$ cat src/rtl/core/hs_pkg.sv
`timescale 1ns / 1ps
`default_nettype none

package hs_pkg;

  // histogram geometry
  localparam int MAX_BINS   = 256;
  localparam int COUNT_BITS = 25;
  localparam int LVL_W      = $clog2(MAX_BINS);
  localparam int CNT_W      = COUNT_BITS;

  // port field widths
  localparam int AB_W      = 9;
  localparam int PT_W      = 25;
  localparam int IN_CNT_W  = 25;
  localparam int OLVL_W    = 8;
  localparam int OCNT_W    = 25;
  localparam int MEAN_W    = 16;
  localparam int SD_W      = 8;
  localparam int CFG_W     = 25;
  localparam int CFG_IDX_W = 1;

  localparam int IN_TDATA_W  = 32;
  localparam int OUT_TDATA_W = 80;

  // register indexes
  localparam logic [CFG_IDX_W-1:0] CFG_ACTIVE_BINS = 1'd0;
  localparam logic [CFG_IDX_W-1:0] CFG_PIXEL_TOTAL = 1'd1;

  localparam int AB_RESET = 256;
  localparam int PT_RESET = 65536;

  // accumulator and datapath widths
  localparam int WSUM_W = 32;
  localparam int QSUM_W = 40;
  localparam int PW_W   = CNT_W + LVL_W;
  localparam int MM_W   = 2 * LVL_W;
  localparam int PQ_W   = CNT_W + MM_W;
  localparam int MMC_W  = MM_W + CNT_W;
  localparam int MW_W   = LVL_W + WSUM_W;
  localparam int FRAC_W = 8;
  localparam int SUMA_W = ((QSUM_W > MMC_W) ? QSUM_W : MMC_W) + 1;
  localparam int DIV_W  = (SUMA_W > WSUM_W + FRAC_W) ? SUMA_W : WSUM_W + FRAC_W;
  localparam int DCNT_W = $clog2(DIV_W);
  localparam int SQ_W     = 2 * SD_W;
  localparam int SQ_CNT_W = $clog2(SD_W);

  // front to back queue
  localparam int FIFO_DEPTH = 4;
  localparam int FIFO_AW    = $clog2(FIFO_DEPTH);

  typedef struct packed {
    logic [CNT_W-1:0] cnt;
    logic [LVL_W-1:0] lvl;
    logic [MM_W-1:0]  lvl_sq;
    logic             last;
    logic [LVL_W-1:0] nb_m1;
  } bin_entry_t;

  typedef struct packed {
    logic [WSUM_W-1:0] wsum;
    logic [QSUM_W-1:0] qsum;
    logic [CNT_W-1:0]  csum;
    logic              first_valid;
    logic [LVL_W-1:0]  first_lvl;
    logic [LVL_W-1:0]  last_lvl;
    logic [LVL_W-1:0]  best_lvl;
    logic [CNT_W-1:0]  best_cnt;
    logic [LVL_W-1:0]  nb_m1;
  } run_sums_t;

  typedef struct packed {
    logic              start;
    logic [DIV_W-1:0]  dividend;
    logic [PT_W-1:0]   divisor;
  } div_req_t;

  typedef enum logic [3:0] {
    ST_IDLE,
    ST_MEAN_GO,
    ST_MEAN_WAIT,
    ST_MUL_A,
    ST_MUL_B,
    ST_VAR_GO,
    ST_VAR_WAIT,
    ST_SQRT,
    ST_DONE
  } stat_state_e;

endpackage

`default_nettype wire

$ cat src/rtl/core/histogram_statistics.sv
// histogram_statistics: the result for the request carrying the last bin passes through the
// queue and product stage, two 42-step restoring divides in the shared divider, two multiply
// steps and up to 8 square-root steps
// throughput: one bin per cycle while the queue has room; the next histogram streams in while
// the previous one finishes, until the queue fills
// reset: asynchronous, active low; clears the run, sets active_bins to 256, pixel_total to 65536
`timescale 1ns / 1ps
`default_nettype none

module histogram_statistics import hs_pkg::*; (
  input  logic                   clk_i,
  input  logic                   rst_ni,
  // configuration writes
  input  logic                   cfg_we_i,
  input  logic [CFG_IDX_W-1:0]   cfg_idx_i,
  input  logic [CFG_W-1:0]       cfg_data_i,
  // bin count requests
  input  logic                   s_axis_tvalid,
  output logic                   s_axis_tready,
  input  logic [IN_TDATA_W-1:0]  s_axis_tdata,   // bin_count[24:0], zero pad
  // statistics results
  output logic                   m_axis_tvalid,
  input  logic                   m_axis_tready,
  output logic [OUT_TDATA_W-1:0] m_axis_tdata    // min_level, max_level, mode_level,
                                                 // mode_count, mean_fixed, std_dev, zero pad
);

  // configuration registers
  logic [AB_W-1:0] active_bins_q;
  logic [PT_W-1:0] pixel_total_q;

  // front end to queue
  logic       push;
  logic       fifo_full;
  bin_entry_t entry;

  // queue to accumulator
  logic       fifo_valid;
  logic       pop;
  bin_entry_t head;

  // accumulator to statistics engine
  logic      sums_valid;
  logic      sums_ready;
  run_sums_t sums;

  // result fields
  logic [OLVL_W-1:0] min_level;
  logic [OLVL_W-1:0] max_level;
  logic [OLVL_W-1:0] mode_level;
  logic [OCNT_W-1:0] mode_count;
  logic [MEAN_W-1:0] mean_fixed;
  logic [SD_W-1:0]   std_dev;

  // the user writes only while the block is idle; the block does not enforce it and has no shadowing
  always_ff @(posedge clk_i or negedge rst_ni) begin
    if (!rst_ni) begin
      active_bins_q <= AB_W'(AB_RESET);
      pixel_total_q <= PT_W'(PT_RESET);
    end else if (cfg_we_i) begin
      case (cfg_idx_i)
        CFG_ACTIVE_BINS: active_bins_q <= cfg_data_i[AB_W-1:0];
        CFG_PIXEL_TOTAL: pixel_total_q <= cfg_data_i[PT_W-1:0];
        default:         ;
      endcase
    end
  end

  // front: tracks the level of each bin and flags the last active one
  hs_front u_front (
    .clk_i         (clk_i),
    .rst_ni        (rst_ni),
    .s_valid_i     (s_axis_tvalid),
    .s_ready_o     (s_axis_tready),
    .bin_count_i   (s_axis_tdata[IN_CNT_W-1:0]),
    .active_bins_i (active_bins_q),
    .full_i        (fifo_full),
    .push_o        (push),
    .entry_o       (entry)
  );

  // short queue lets the front keep taking bins while the back stalls
  hs_fifo u_fifo (
    .clk_i   (clk_i),
    .rst_ni  (rst_ni),
    .push_i  (push),
    .entry_i (entry),
    .full_o  (fifo_full),
    .valid_o (fifo_valid),
    .pop_i   (pop),
    .head_o  (head)
  );

  // back: products, saturating sums, min/max/mode tracking
  hs_accum u_accum (
    .clk_i        (clk_i),
    .rst_ni       (rst_ni),
    .fifo_valid_i (fifo_valid),
    .head_i       (head),
    .pop_o        (pop),
    .sums_valid_o (sums_valid),
    .sums_ready_i (sums_ready),
    .sums_o       (sums)
  );

  // mean, variance divide and square root on a snapshot of the finished run;
  // holds the result until the output side takes it
  hs_stats u_stats (
    .clk_i         (clk_i),
    .rst_ni        (rst_ni),
    .pixel_total_i (pixel_total_q),
    .sums_valid_i  (sums_valid),
    .sums_ready_o  (sums_ready),
    .sums_i        (sums),
    .res_valid_o   (m_axis_tvalid),
    .res_ready_i   (m_axis_tready),
    .min_level_o   (min_level),
    .max_level_o   (max_level),
    .mode_level_o  (mode_level),
    .mode_count_o  (mode_count),
    .mean_fixed_o  (mean_fixed),
    .std_dev_o     (std_dev)
  );

  // pack result fields from the lowest bit up
  assign m_axis_tdata = OUT_TDATA_W'({std_dev, mean_fixed, mode_count,
                                      mode_level, max_level, min_level});

endmodule

`default_nettype wire

$ cat src/rtl/core/hs_front.sv
`timescale 1ns / 1ps
`default_nettype none

module hs_front import hs_pkg::*; (
  input  logic                clk_i,
  input  logic                rst_ni,
  input  logic                s_valid_i,
  output logic                s_ready_o,
  input  logic [IN_CNT_W-1:0] bin_count_i,
  input  logic [AB_W-1:0]     active_bins_i,
  input  logic                full_i,
  output logic                push_o,
  output bin_entry_t          entry_o
);

  logic [LVL_W-1:0] lvl_q, lvl_d;
  logic [LVL_W-1:0] nb_m1;
  logic             last;

  // clamp the bin count to 2..MAX_BINS
  always_comb begin
    if (active_bins_i < AB_W'(2)) begin
      nb_m1 = LVL_W'(1);
    end else if (32'(active_bins_i) > MAX_BINS) begin
      nb_m1 = LVL_W'(MAX_BINS - 1);
    end else begin
      nb_m1 = LVL_W'(active_bins_i - AB_W'(1));
    end
  end

  // also covers a range that shrank below the current level
  assign last      = (lvl_q >= nb_m1);
  assign s_ready_o = !full_i;
  assign push_o    = s_valid_i && !full_i;

  always_comb begin
    entry_o.cnt    = CNT_W'(bin_count_i);
    entry_o.lvl    = lvl_q;
    entry_o.lvl_sq = MM_W'(lvl_q) * MM_W'(lvl_q);
    entry_o.last   = last;
    entry_o.nb_m1  = nb_m1;
  end

  always_comb begin
    lvl_d = lvl_q;
    if (push_o) begin
      lvl_d = last ? '0 : lvl_q + LVL_W'(1);
    end
  end

  always_ff @(posedge clk_i or negedge rst_ni) begin
    if (!rst_ni) begin
      lvl_q <= '0;
    end else begin
      lvl_q <= lvl_d;
    end
  end

endmodule

`default_nettype wire

$ cat src/rtl/core/hs_fifo.sv
`timescale 1ns / 1ps
`default_nettype none

module hs_fifo import hs_pkg::*; (
  input  logic       clk_i,
  input  logic       rst_ni,
  input  logic       push_i,
  input  bin_entry_t entry_i,
  output logic       full_o,
  output logic       valid_o,
  input  logic       pop_i,
  output bin_entry_t head_o
);

  bin_entry_t         mem_q [FIFO_DEPTH];
  logic [FIFO_AW-1:0] wr_q, rd_q;
  logic [FIFO_AW:0]   cnt_q;

  assign full_o  = (cnt_q == (FIFO_AW+1)'(FIFO_DEPTH));
  assign valid_o = (cnt_q != '0);
  assign head_o  = mem_q[rd_q];

  always_ff @(posedge clk_i) begin
    if (push_i) begin
      mem_q[wr_q] <= entry_i;
    end
  end

  always_ff @(posedge clk_i or negedge rst_ni) begin
    if (!rst_ni) begin
      wr_q  <= '0;
      rd_q  <= '0;
      cnt_q <= '0;
    end else begin
      if (push_i) begin
        wr_q <= wr_q + FIFO_AW'(1);
      end
      if (pop_i) begin
        rd_q <= rd_q + FIFO_AW'(1);
      end
      if (push_i && !pop_i) begin
        cnt_q <= cnt_q + (FIFO_AW+1)'(1);
      end else if (pop_i && !push_i) begin
        cnt_q <= cnt_q - (FIFO_AW+1)'(1);
      end
    end
  end

endmodule

`default_nettype wire

$ cat src/rtl/core/hs_accum.sv
`timescale 1ns / 1ps
`default_nettype none

module hs_accum import hs_pkg::*; (
  input  logic       clk_i,
  input  logic       rst_ni,
  input  logic       fifo_valid_i,
  input  bin_entry_t head_i,
  output logic       pop_o,
  output logic       sums_valid_o,
  input  logic       sums_ready_i,
  output run_sums_t  sums_o
);

  localparam int WS_W = ((WSUM_W > PW_W) ? WSUM_W : PW_W) + 1;
  localparam int QS_W = ((QSUM_W > PQ_W) ? QSUM_W : PQ_W) + 1;
  localparam int CS_W = CNT_W + 1;

  // product stage
  logic             s1_valid_q;
  logic [CNT_W-1:0] s1_cnt_q;
  logic [LVL_W-1:0] s1_lvl_q;
  logic             s1_last_q;
  logic [LVL_W-1:0] s1_nb_m1_q;
  logic [PW_W-1:0]  s1_pw_q;
  logic [PQ_W-1:0]  s1_pq_q;

  // running sums
  run_sums_t acc_q;
  run_sums_t acc_d;

  logic [WS_W-1:0] w_add;
  logic [QS_W-1:0] q_add;
  logic [CS_W-1:0] c_add;
  logic            consume;

  assign consume      = s1_valid_q && (!s1_last_q || sums_ready_i);
  assign pop_o        = fifo_valid_i && (!s1_valid_q || consume);
  assign sums_valid_o = s1_valid_q && s1_last_q;

  assign w_add = WS_W'(acc_q.wsum) + WS_W'(s1_pw_q);
  assign q_add = QS_W'(acc_q.qsum) + QS_W'(s1_pq_q);
  assign c_add = CS_W'(acc_q.csum) + CS_W'(s1_cnt_q);

  // sums including the item in the product stage, saturating
  always_comb begin
    sums_o      = acc_q;
    sums_o.wsum = (w_add >= WS_W'({WSUM_W{1'b1}})) ? '1 : WSUM_W'(w_add);
    sums_o.qsum = (q_add >= QS_W'({QSUM_W{1'b1}})) ? '1 : QSUM_W'(q_add);
    sums_o.csum = (c_add >= CS_W'({CNT_W{1'b1}})) ? '1 : CNT_W'(c_add);
    if (s1_cnt_q != '0) begin
      if (!acc_q.first_valid) begin
        sums_o.first_valid = 1'b1;
        sums_o.first_lvl   = s1_lvl_q;
      end
      sums_o.last_lvl = s1_lvl_q;
    end
    // strict compare keeps the lowest level on ties
    if (s1_cnt_q > acc_q.best_cnt) begin
      sums_o.best_cnt = s1_cnt_q;
      sums_o.best_lvl = s1_lvl_q;
    end
    sums_o.nb_m1 = s1_nb_m1_q;
  end

  always_comb begin
    acc_d = acc_q;
    if (consume) begin
      acc_d = s1_last_q ? '0 : sums_o;
    end
  end

  always_ff @(posedge clk_i) begin
    if (pop_o) begin
      s1_cnt_q   <= head_i.cnt;
      s1_lvl_q   <= head_i.lvl;
      s1_last_q  <= head_i.last;
      s1_nb_m1_q <= head_i.nb_m1;
      s1_pw_q    <= PW_W'(head_i.cnt) * PW_W'(head_i.lvl);
      s1_pq_q    <= PQ_W'(head_i.cnt) * PQ_W'(head_i.lvl_sq);
    end
  end

  always_ff @(posedge clk_i or negedge rst_ni) begin
    if (!rst_ni) begin
      s1_valid_q <= 1'b0;
      acc_q      <= '0;
    end else begin
      if (pop_o) begin
        s1_valid_q <= 1'b1;
      end else if (consume) begin
        s1_valid_q <= 1'b0;
      end
      acc_q <= acc_d;
    end
  end

endmodule

`default_nettype wire

$ cat src/rtl/core/hs_div.sv
`timescale 1ns / 1ps
`default_nettype none

module hs_div import hs_pkg::*; (
  input  logic             clk_i,
  input  logic             rst_ni,
  input  div_req_t         req_i,
  output logic             done_o,
  output logic [DIV_W-1:0] quot_o
);

  logic              busy_q;
  logic              done_q;
  logic [DCNT_W-1:0] step_q;
  logic [DIV_W-1:0]  dvd_q;
  logic [PT_W-1:0]   dvs_q;
  logic [PT_W-1:0]   rem_q;

  logic [PT_W:0]     shifted;
  logic [PT_W:0]     diff;
  logic              ge;
  logic              last_step;

  // restoring division, one quotient bit per cycle
  assign shifted   = {rem_q, dvd_q[DIV_W-1]};
  assign ge        = (shifted >= {1'b0, dvs_q});
  assign diff      = shifted - {1'b0, dvs_q};
  assign last_step = (step_q == DCNT_W'(DIV_W - 1));

  assign done_o = done_q;
  assign quot_o = dvd_q;

  always_ff @(posedge clk_i) begin
    if (req_i.start) begin
      dvd_q <= req_i.dividend;
      dvs_q <= req_i.divisor;
      rem_q <= '0;
    end else if (busy_q) begin
      dvd_q <= {dvd_q[DIV_W-2:0], ge};
      rem_q <= ge ? diff[PT_W-1:0] : shifted[PT_W-1:0];
    end
  end

  always_ff @(posedge clk_i or negedge rst_ni) begin
    if (!rst_ni) begin
      busy_q <= 1'b0;
      done_q <= 1'b0;
      step_q <= '0;
    end else begin
      done_q <= busy_q && last_step;
      if (req_i.start) begin
        busy_q <= 1'b1;
        step_q <= '0;
      end else if (busy_q) begin
        step_q <= step_q + DCNT_W'(1);
        if (last_step) begin
          busy_q <= 1'b0;
        end
      end
    end
  end

endmodule

`default_nettype wire

$ cat src/rtl/core/hs_stats.sv
`timescale 1ns / 1ps
`default_nettype none

module hs_stats import hs_pkg::*; (
  input  logic              clk_i,
  input  logic              rst_ni,
  input  logic [PT_W-1:0]   pixel_total_i,
  input  logic              sums_valid_i,
  output logic              sums_ready_o,
  input  run_sums_t         sums_i,
  output logic              res_valid_o,
  input  logic              res_ready_i,
  output logic [OLVL_W-1:0] min_level_o,
  output logic [OLVL_W-1:0] max_level_o,
  output logic [OLVL_W-1:0] mode_level_o,
  output logic [OCNT_W-1:0] mode_count_o,
  output logic [MEAN_W-1:0] mean_fixed_o,
  output logic [SD_W-1:0]   std_dev_o
);

  localparam int QI_W = DIV_W - FRAC_W;

  stat_state_e state_q, state_d;

  run_sums_t           snap_q;
  logic [MEAN_W-1:0]   mean_q;
  logic [LVL_W-1:0]    m_q;
  logic [MM_W-1:0]     mm_q;
  logic [MW_W-1:0]     mw_q;
  logic [MMC_W-1:0]    mmc_q;
  logic [SQ_W-1:0]     sq_v_q;
  logic [SD_W-1:0]     sd_q;
  logic [SQ_CNT_W-1:0] sq_k_q;

  div_req_t         div_req;
  logic             div_done;
  logic [DIV_W-1:0] div_quot;

  logic [PT_W-1:0]   pt;
  logic [SUMA_W-1:0] var_a;
  logic [SUMA_W-1:0] var_b;
  logic [SUMA_W-1:0] var_s;
  logic [QI_W-1:0]   q_int;
  logic [SD_W-1:0]   trial;
  logic [SQ_W-1:0]   trial_sq;
  logic              quot_big;

  hs_div u_div (
    .clk_i  (clk_i),
    .rst_ni (rst_ni),
    .req_i  (div_req),
    .done_o (div_done),
    .quot_o (div_quot)
  );

  assign pt = (pixel_total_i == '0) ? PT_W'(1) : pixel_total_i;

  // sum of count*(level-m)^2 as Q + m*m*C - 2*m*W, floored at zero
  assign var_a = SUMA_W'(snap_q.qsum) + SUMA_W'(mmc_q);
  assign var_b = SUMA_W'({mw_q, 1'b0});
  assign var_s = (var_b > var_a) ? '0 : var_a - var_b;

  assign q_int    = div_quot[DIV_W-1:FRAC_W];
  assign quot_big = |div_quot[DIV_W-1:SQ_W];

  assign trial    = sd_q | (SD_W'(1) << sq_k_q);
  assign trial_sq = SQ_W'(trial) * SQ_W'(trial);

  // next state
  always_comb begin
    state_d = state_q;
    case (state_q)
      ST_IDLE:      if (sums_valid_i) state_d = ST_MEAN_GO;
      ST_MEAN_GO:   state_d = ST_MEAN_WAIT;
      ST_MEAN_WAIT: if (div_done) state_d = ST_MUL_A;
      ST_MUL_A:     state_d = ST_MUL_B;
      ST_MUL_B:     state_d = ST_VAR_GO;
      ST_VAR_GO:    state_d = ST_VAR_WAIT;
      ST_VAR_WAIT:  if (div_done) state_d = quot_big ? ST_DONE : ST_SQRT;
      ST_SQRT:      if (sq_k_q == '0) state_d = ST_DONE;
      ST_DONE:      if (res_ready_i) state_d = ST_IDLE;
      default:      state_d = ST_IDLE;
    endcase
  end

  // state outputs
  always_comb begin
    sums_ready_o     = 1'b0;
    res_valid_o      = 1'b0;
    div_req.start    = 1'b0;
    div_req.dividend = DIV_W'(var_s);
    div_req.divisor  = pt;
    case (state_q)
      ST_IDLE:    sums_ready_o = 1'b1;
      ST_MEAN_GO: begin
        div_req.start    = 1'b1;
        div_req.dividend = DIV_W'({snap_q.wsum, {FRAC_W{1'b0}}});
      end
      ST_VAR_GO:  div_req.start = 1'b1;
      ST_DONE:    res_valid_o = 1'b1;
      default:    ;
    endcase
  end

  always_ff @(posedge clk_i) begin
    case (state_q)
      ST_IDLE: begin
        if (sums_valid_i) begin
          snap_q <= sums_i;
        end
      end
      ST_MEAN_WAIT: begin
        if (div_done) begin
          mean_q <= (|div_quot[DIV_W-1:MEAN_W]) ? '1 : div_quot[MEAN_W-1:0];
          m_q    <= (q_int > QI_W'(MAX_BINS - 1)) ? LVL_W'(MAX_BINS - 1) : LVL_W'(q_int);
        end
      end
      ST_MUL_A: begin
        mm_q <= MM_W'(m_q) * MM_W'(m_q);
        mw_q <= MW_W'(m_q) * MW_W'(snap_q.wsum);
      end
      ST_MUL_B: begin
        mmc_q <= MMC_W'(mm_q) * MMC_W'(snap_q.csum);
      end
      ST_VAR_WAIT: begin
        if (div_done) begin
          sq_v_q <= div_quot[SQ_W-1:0];
          sq_k_q <= SQ_CNT_W'(SD_W - 1);
          sd_q   <= quot_big ? '1 : '0;
        end
      end
      ST_SQRT: begin
        // one result bit per cycle, msb first
        if (trial_sq <= sq_v_q) begin
          sd_q <= trial;
        end
        sq_k_q <= sq_k_q - SQ_CNT_W'(1);
      end
      default: ;
    endcase
  end

  always_ff @(posedge clk_i or negedge rst_ni) begin
    if (!rst_ni) begin
      state_q <= ST_IDLE;
    end else begin
      state_q <= state_d;
    end
  end

  assign min_level_o  = OLVL_W'(snap_q.first_valid ? snap_q.first_lvl : snap_q.nb_m1);
  assign max_level_o  = OLVL_W'(snap_q.last_lvl);
  assign mode_level_o = OLVL_W'(snap_q.best_lvl);
  assign mode_count_o = OCNT_W'(snap_q.best_cnt);
  assign mean_fixed_o = mean_q;
  assign std_dev_o    = sd_q;

endmodule

`default_nettype wire

$ cat config.mk
export PLATFORM = sky130hd
export DESIGN_NAME = histogram_statistics
export DESIGN_NICKNAME = d
export VERILOG_FILES = /design/src/rtl/core/hs_pkg.sv /design/src/rtl/core/histogram_statistics.sv /design/src/rtl/core/hs_front.sv /design/src/rtl/core/hs_fifo.sv /design/src/rtl/core/hs_accum.sv /design/src/rtl/core/hs_div.sv /design/src/rtl/core/hs_stats.sv
export SDC_FILE = /design/constraint.sdc
export NUM_CORES = 2
export LEC_CHECK = 0
export BUFFER_PORTS_ARGS = -buffer_cell sky130_fd_sc_hd__buf_2
export CAP_MARGIN = 20
export CORE_AREA = 5 5 344 684
export DETAILED_ROUTE_END_ITERATION = 8
export DIE_AREA = 0 0 349 689
export GPL_ROUTABILITY_DRIVEN = 0
export PLACE_DENSITY = 0.63
export SLEW_MARGIN = 25
export SYNTH_ARGS = -nofsm -noshare
export SYNTH_HDL_FRONTEND = slang
export SYNTH_HIERARCHICAL = 1
export SYNTH_SLANG_ARGS = --single-unit
$ cat constraint.sdc
create_clock -name clk_i -period 9.1 [get_ports clk_i]
set_input_delay 0.91 -clock clk_i [delete_from_list [all_inputs] [get_ports clk_i]]
set_output_delay 0.91 -clock clk_i [all_outputs]
set_load 0.01 [all_outputs]
==> metrics <==
status finished, final reports clean; first-pass detailed-route iteration total 5; layout cell share with drive strength beyond 1 8.05%; slew margin rel. 27.4%; RSZ-0062 raised after global routing no; Yosys top cell by area edfxtp_1; slowest stage cell, crit path mux4_2; Period minus WS final between 8 and 9 ns; number of cells produced by synthesis 8827; Area Overhead vs Synth 7.02%; sequential share of the synthesized area 29.8%; critical path's top delay family adder cells; Num CTS Buffers 94; most frequent CP cell fa_1; placed wire-length estimate between 150000 and 200000 µm; fraction of the mapped netlist area in simple logic gates a little over an eighth; mux share of post-synthesis cell area 3.41%; drt drc 0; CP Capture Type register; setup TNS 0 ns; Post-CTS Resized 0; Pins Over Slew Limit 0; core area approximately 0.23 mm²; Via density 5.28; vias in the first global route 64300; DRT antenna net count 0; Synth Area in Adders 32.0%; most frequent cell after synthesis inv_1; post-synthesis compound-gate area fraction 10.0%; top cell type's share of synthesized area 23.6%; global-route wire length before repair 365000 µm; drt first-iter violations about 4100; maximum clock frequency 120 MHz; WP data required ~9.6 ns; largest net degree at the start of global routing between 100 and 150; WL per Instance 19.5 µm; Root Buffer clkbuf_16; Yosys warnings 6; num rows roughly 250; drt total wl 230000 µm; final setup vio count 0; CTS Hold Buffers Added 0; synthesized area 0.0914 mm²; Die ar. between 0.2 and 0.25 mm²; Final period util 91.9%; initial antenna violation count 3; synth top area cells edfxtp_1 24%, fa_1 22%, ha_1 9.7%; CTS tree yes; Startpoint Class register; Data arrival, critical path 8.83 ns; Congestion Overflow GR 0; I/O pins ~150; # Post-CTS Setup Buffers 0; Max-Cap Viols 0; CP Max Fanout 25; fraction of registers with async set/reset between 20% and 30%; Avg Inst Size Synth 10.4 µm²; skew final around 0.033 ns; H-tree Lvls 3; endpoints failing hold 0; Reg clk slew, reported paths 0.06 ns; Via Count around 62000; Port Buf Inserts 130; number of synthesized flops with an enable pin 717; Top FF cell, synth edfxtp_1; Distinct cells, synth 116; Crit Path Category register to register; overall routing resource usage 19.1%; post-synthesis sequential element count 951; XOR/XNOR share of the synthesized area between 3 and 4%; Min-Delay Path Class input port to async pin; clock sink count between 900 and 1000; initial core utilization about two fifths; Die Y about 690 µm; Max clock buf depth 3; die width approximately 350 µm; Clk Latency, worst-skew pair 0.72 ns; crit path cell chain buf_12 > mux4_2 > and2_1 > fa_1 > inv_1 > fa_1 > fa_1 > inv_1 > fa_1 > fa_1 > inv_1 > fa_1 > inv_1 > ha_1 > a21o_1 > a21o_1 > a2111oi_4 > nor3_1 > a311o_1 > a2111oi_2 > o31a_1 > o21ai_1 > a21oi_1 > xnor2_1; Least-Margin Pin Slew approximately 1.1 ns; largest family of logic cells by synthesized area adder cells; Final #Nets 10500; most frequent cells after synthesis 1313 x inv_1, 1073 x nand2_1, 1017 x fa_1, 717 x edfxtp_1, 707 x ha_1; Max stage delay on crit path a little over 0.8 ns; CP bufs+invs 5
==> layout by cell type (no fill, tap or decap), types with 25 or more instances in the layout <==
master / Yosys / final
o21ai_0: 167 / 167
mux4_2: 58 / 58
o21bai_1: 47 / 47
nor3_1: 84 / 80
inv_1: 1313 / 1312
fa_1: 1017 / 1017
and3_1: 44 / 44
clkbuf_16: 0 / 96
a211oi_1: 50 / 50
a22o_1: 115 / 115
nor2_1: 275 / 272
o21a_1: 55 / 54
mux2_2: 105 / 105
and2_1: 585 / 579
nand3_1: 56 / 56
xnor2_1: 221 / 221
o21ai_1: 48 / 47
or3_1: 55 / 55
ha_1: 707 / 707
nor2b_1: 46 / 45
buf_2: 16 / 129
edfxtp_1: 717 / 717
o311ai_0: 36 / 36
dfxtp_1: 25 / 25
a21o_1: 179 / 178
o211ai_1: 41 / 41
a21oi_1: 318 / 317
nand4_1: 77 / 77
nand2_1: 1073 / 1073
nand2b_1: 66 / 66
buf_4: 83 / 92
dfrtp_1: 207 / 205
xor2_1: 139 / 139
a31oi_1: 34 / 34
==> layout make-up <==
class                      instances  area [µm²]
inverter                        1313        4930
antenna                            4        10.0
multi-input combinational       6102       57000
fill                           22000      132000
clock inverter                    64         810
tap                             3012        3770
timing repair buffer             230        1490
clock buffer                     114        2490
sequential                       951       27300
==> kinds of logic after synthesis <==
family                     Yosys count
buffers and inverters             1782
AOI/OAI and AO/OA                 1306
DFF                                951
other                                4
and+or+nand+nor                   2487
muxes                              213
xor gates and xnor gates           360
adders and majority gates         1724
==> flip-flops by register name, summed over array words and instances, names as in the netlist, 33 cells and up <==
register	cells
u_fifo/mem_q	232
u_accum/acc_q	147
u_stats/snap_q	114
u_stats/u_div/quot_o	42
u_accum/s1_pq_q	41
u_stats/mmc_q	41
u_stats/mw_q	40
u_accum/s1_pw_q	33
==> stage by stage <==
| stage | instances | hold slack [ns] | setup WS, ns | utilization, % | cell area (µm²) |
|---|---|---|---|---|---|
| after global routing | 11800 | 0.365 | 0.422 | 42.6 | 97800 |
| after global placement | 11600 | 0.408 | 0.712 | 41.2 | 94400 |
| final | 11800 | 0.278 | 0.740 | 42.6 | 97800 |
| after detailed placement | 11600 | 0.409 | 0.741 | 41.2 | 94400 |
| after CTS | 11800 | 0.308 | 0.730 | 42.6 | 97700 |
| after floorplan | 8835 | 0.400 | 1.68 | - | 91400 |
==> routing by layer <==
layer,track usage [%],wire length [µm],vias up,share of wire (%)
met2,32.1,111000,1662,48
met5,0,0,-,0
met3,1.86,11900,308,5.2
met4,6.18,8310,0,3.6
li1,-,-,28900,-
met1,26.0,99500,31400,43
==> final timing paths <==
path	startpoint	endpoint	slack, ns	cells after the start
setup / recovery	u_fifo/rd_q[0]$_DFFE_PN0P_	u_accum/s1_pq_q[40]$_DFFE_PP_	0.74	24
max in group asynchronous	rst_ni	u_accum/acc_q[138]$_DFFE_PN0P_	7.56	2
hold / removal	rst_ni	u_accum/acc_q[54]$_DFFE_PN0P_	0.28	1
min in group clk_i	u_accum/s1_nb_m1_q[6]$_DFFE_PP_	u_stats/snap_q[6]$_DFFE_PP_	0.42	0
setup reg to reg	u_fifo/rd_q[0]$_DFFE_PN0P_	u_accum/s1_pq_q[40]$_DFFE_PP_	0.74	24
hold reg to reg	u_accum/s1_nb_m1_q[6]$_DFFE_PP_	u_stats/snap_q[6]$_DFFE_PP_	0.42	0
Power is not shown: default switching activity piles up to over one toggle a cycle in this logic, so the estimate is an artifact.
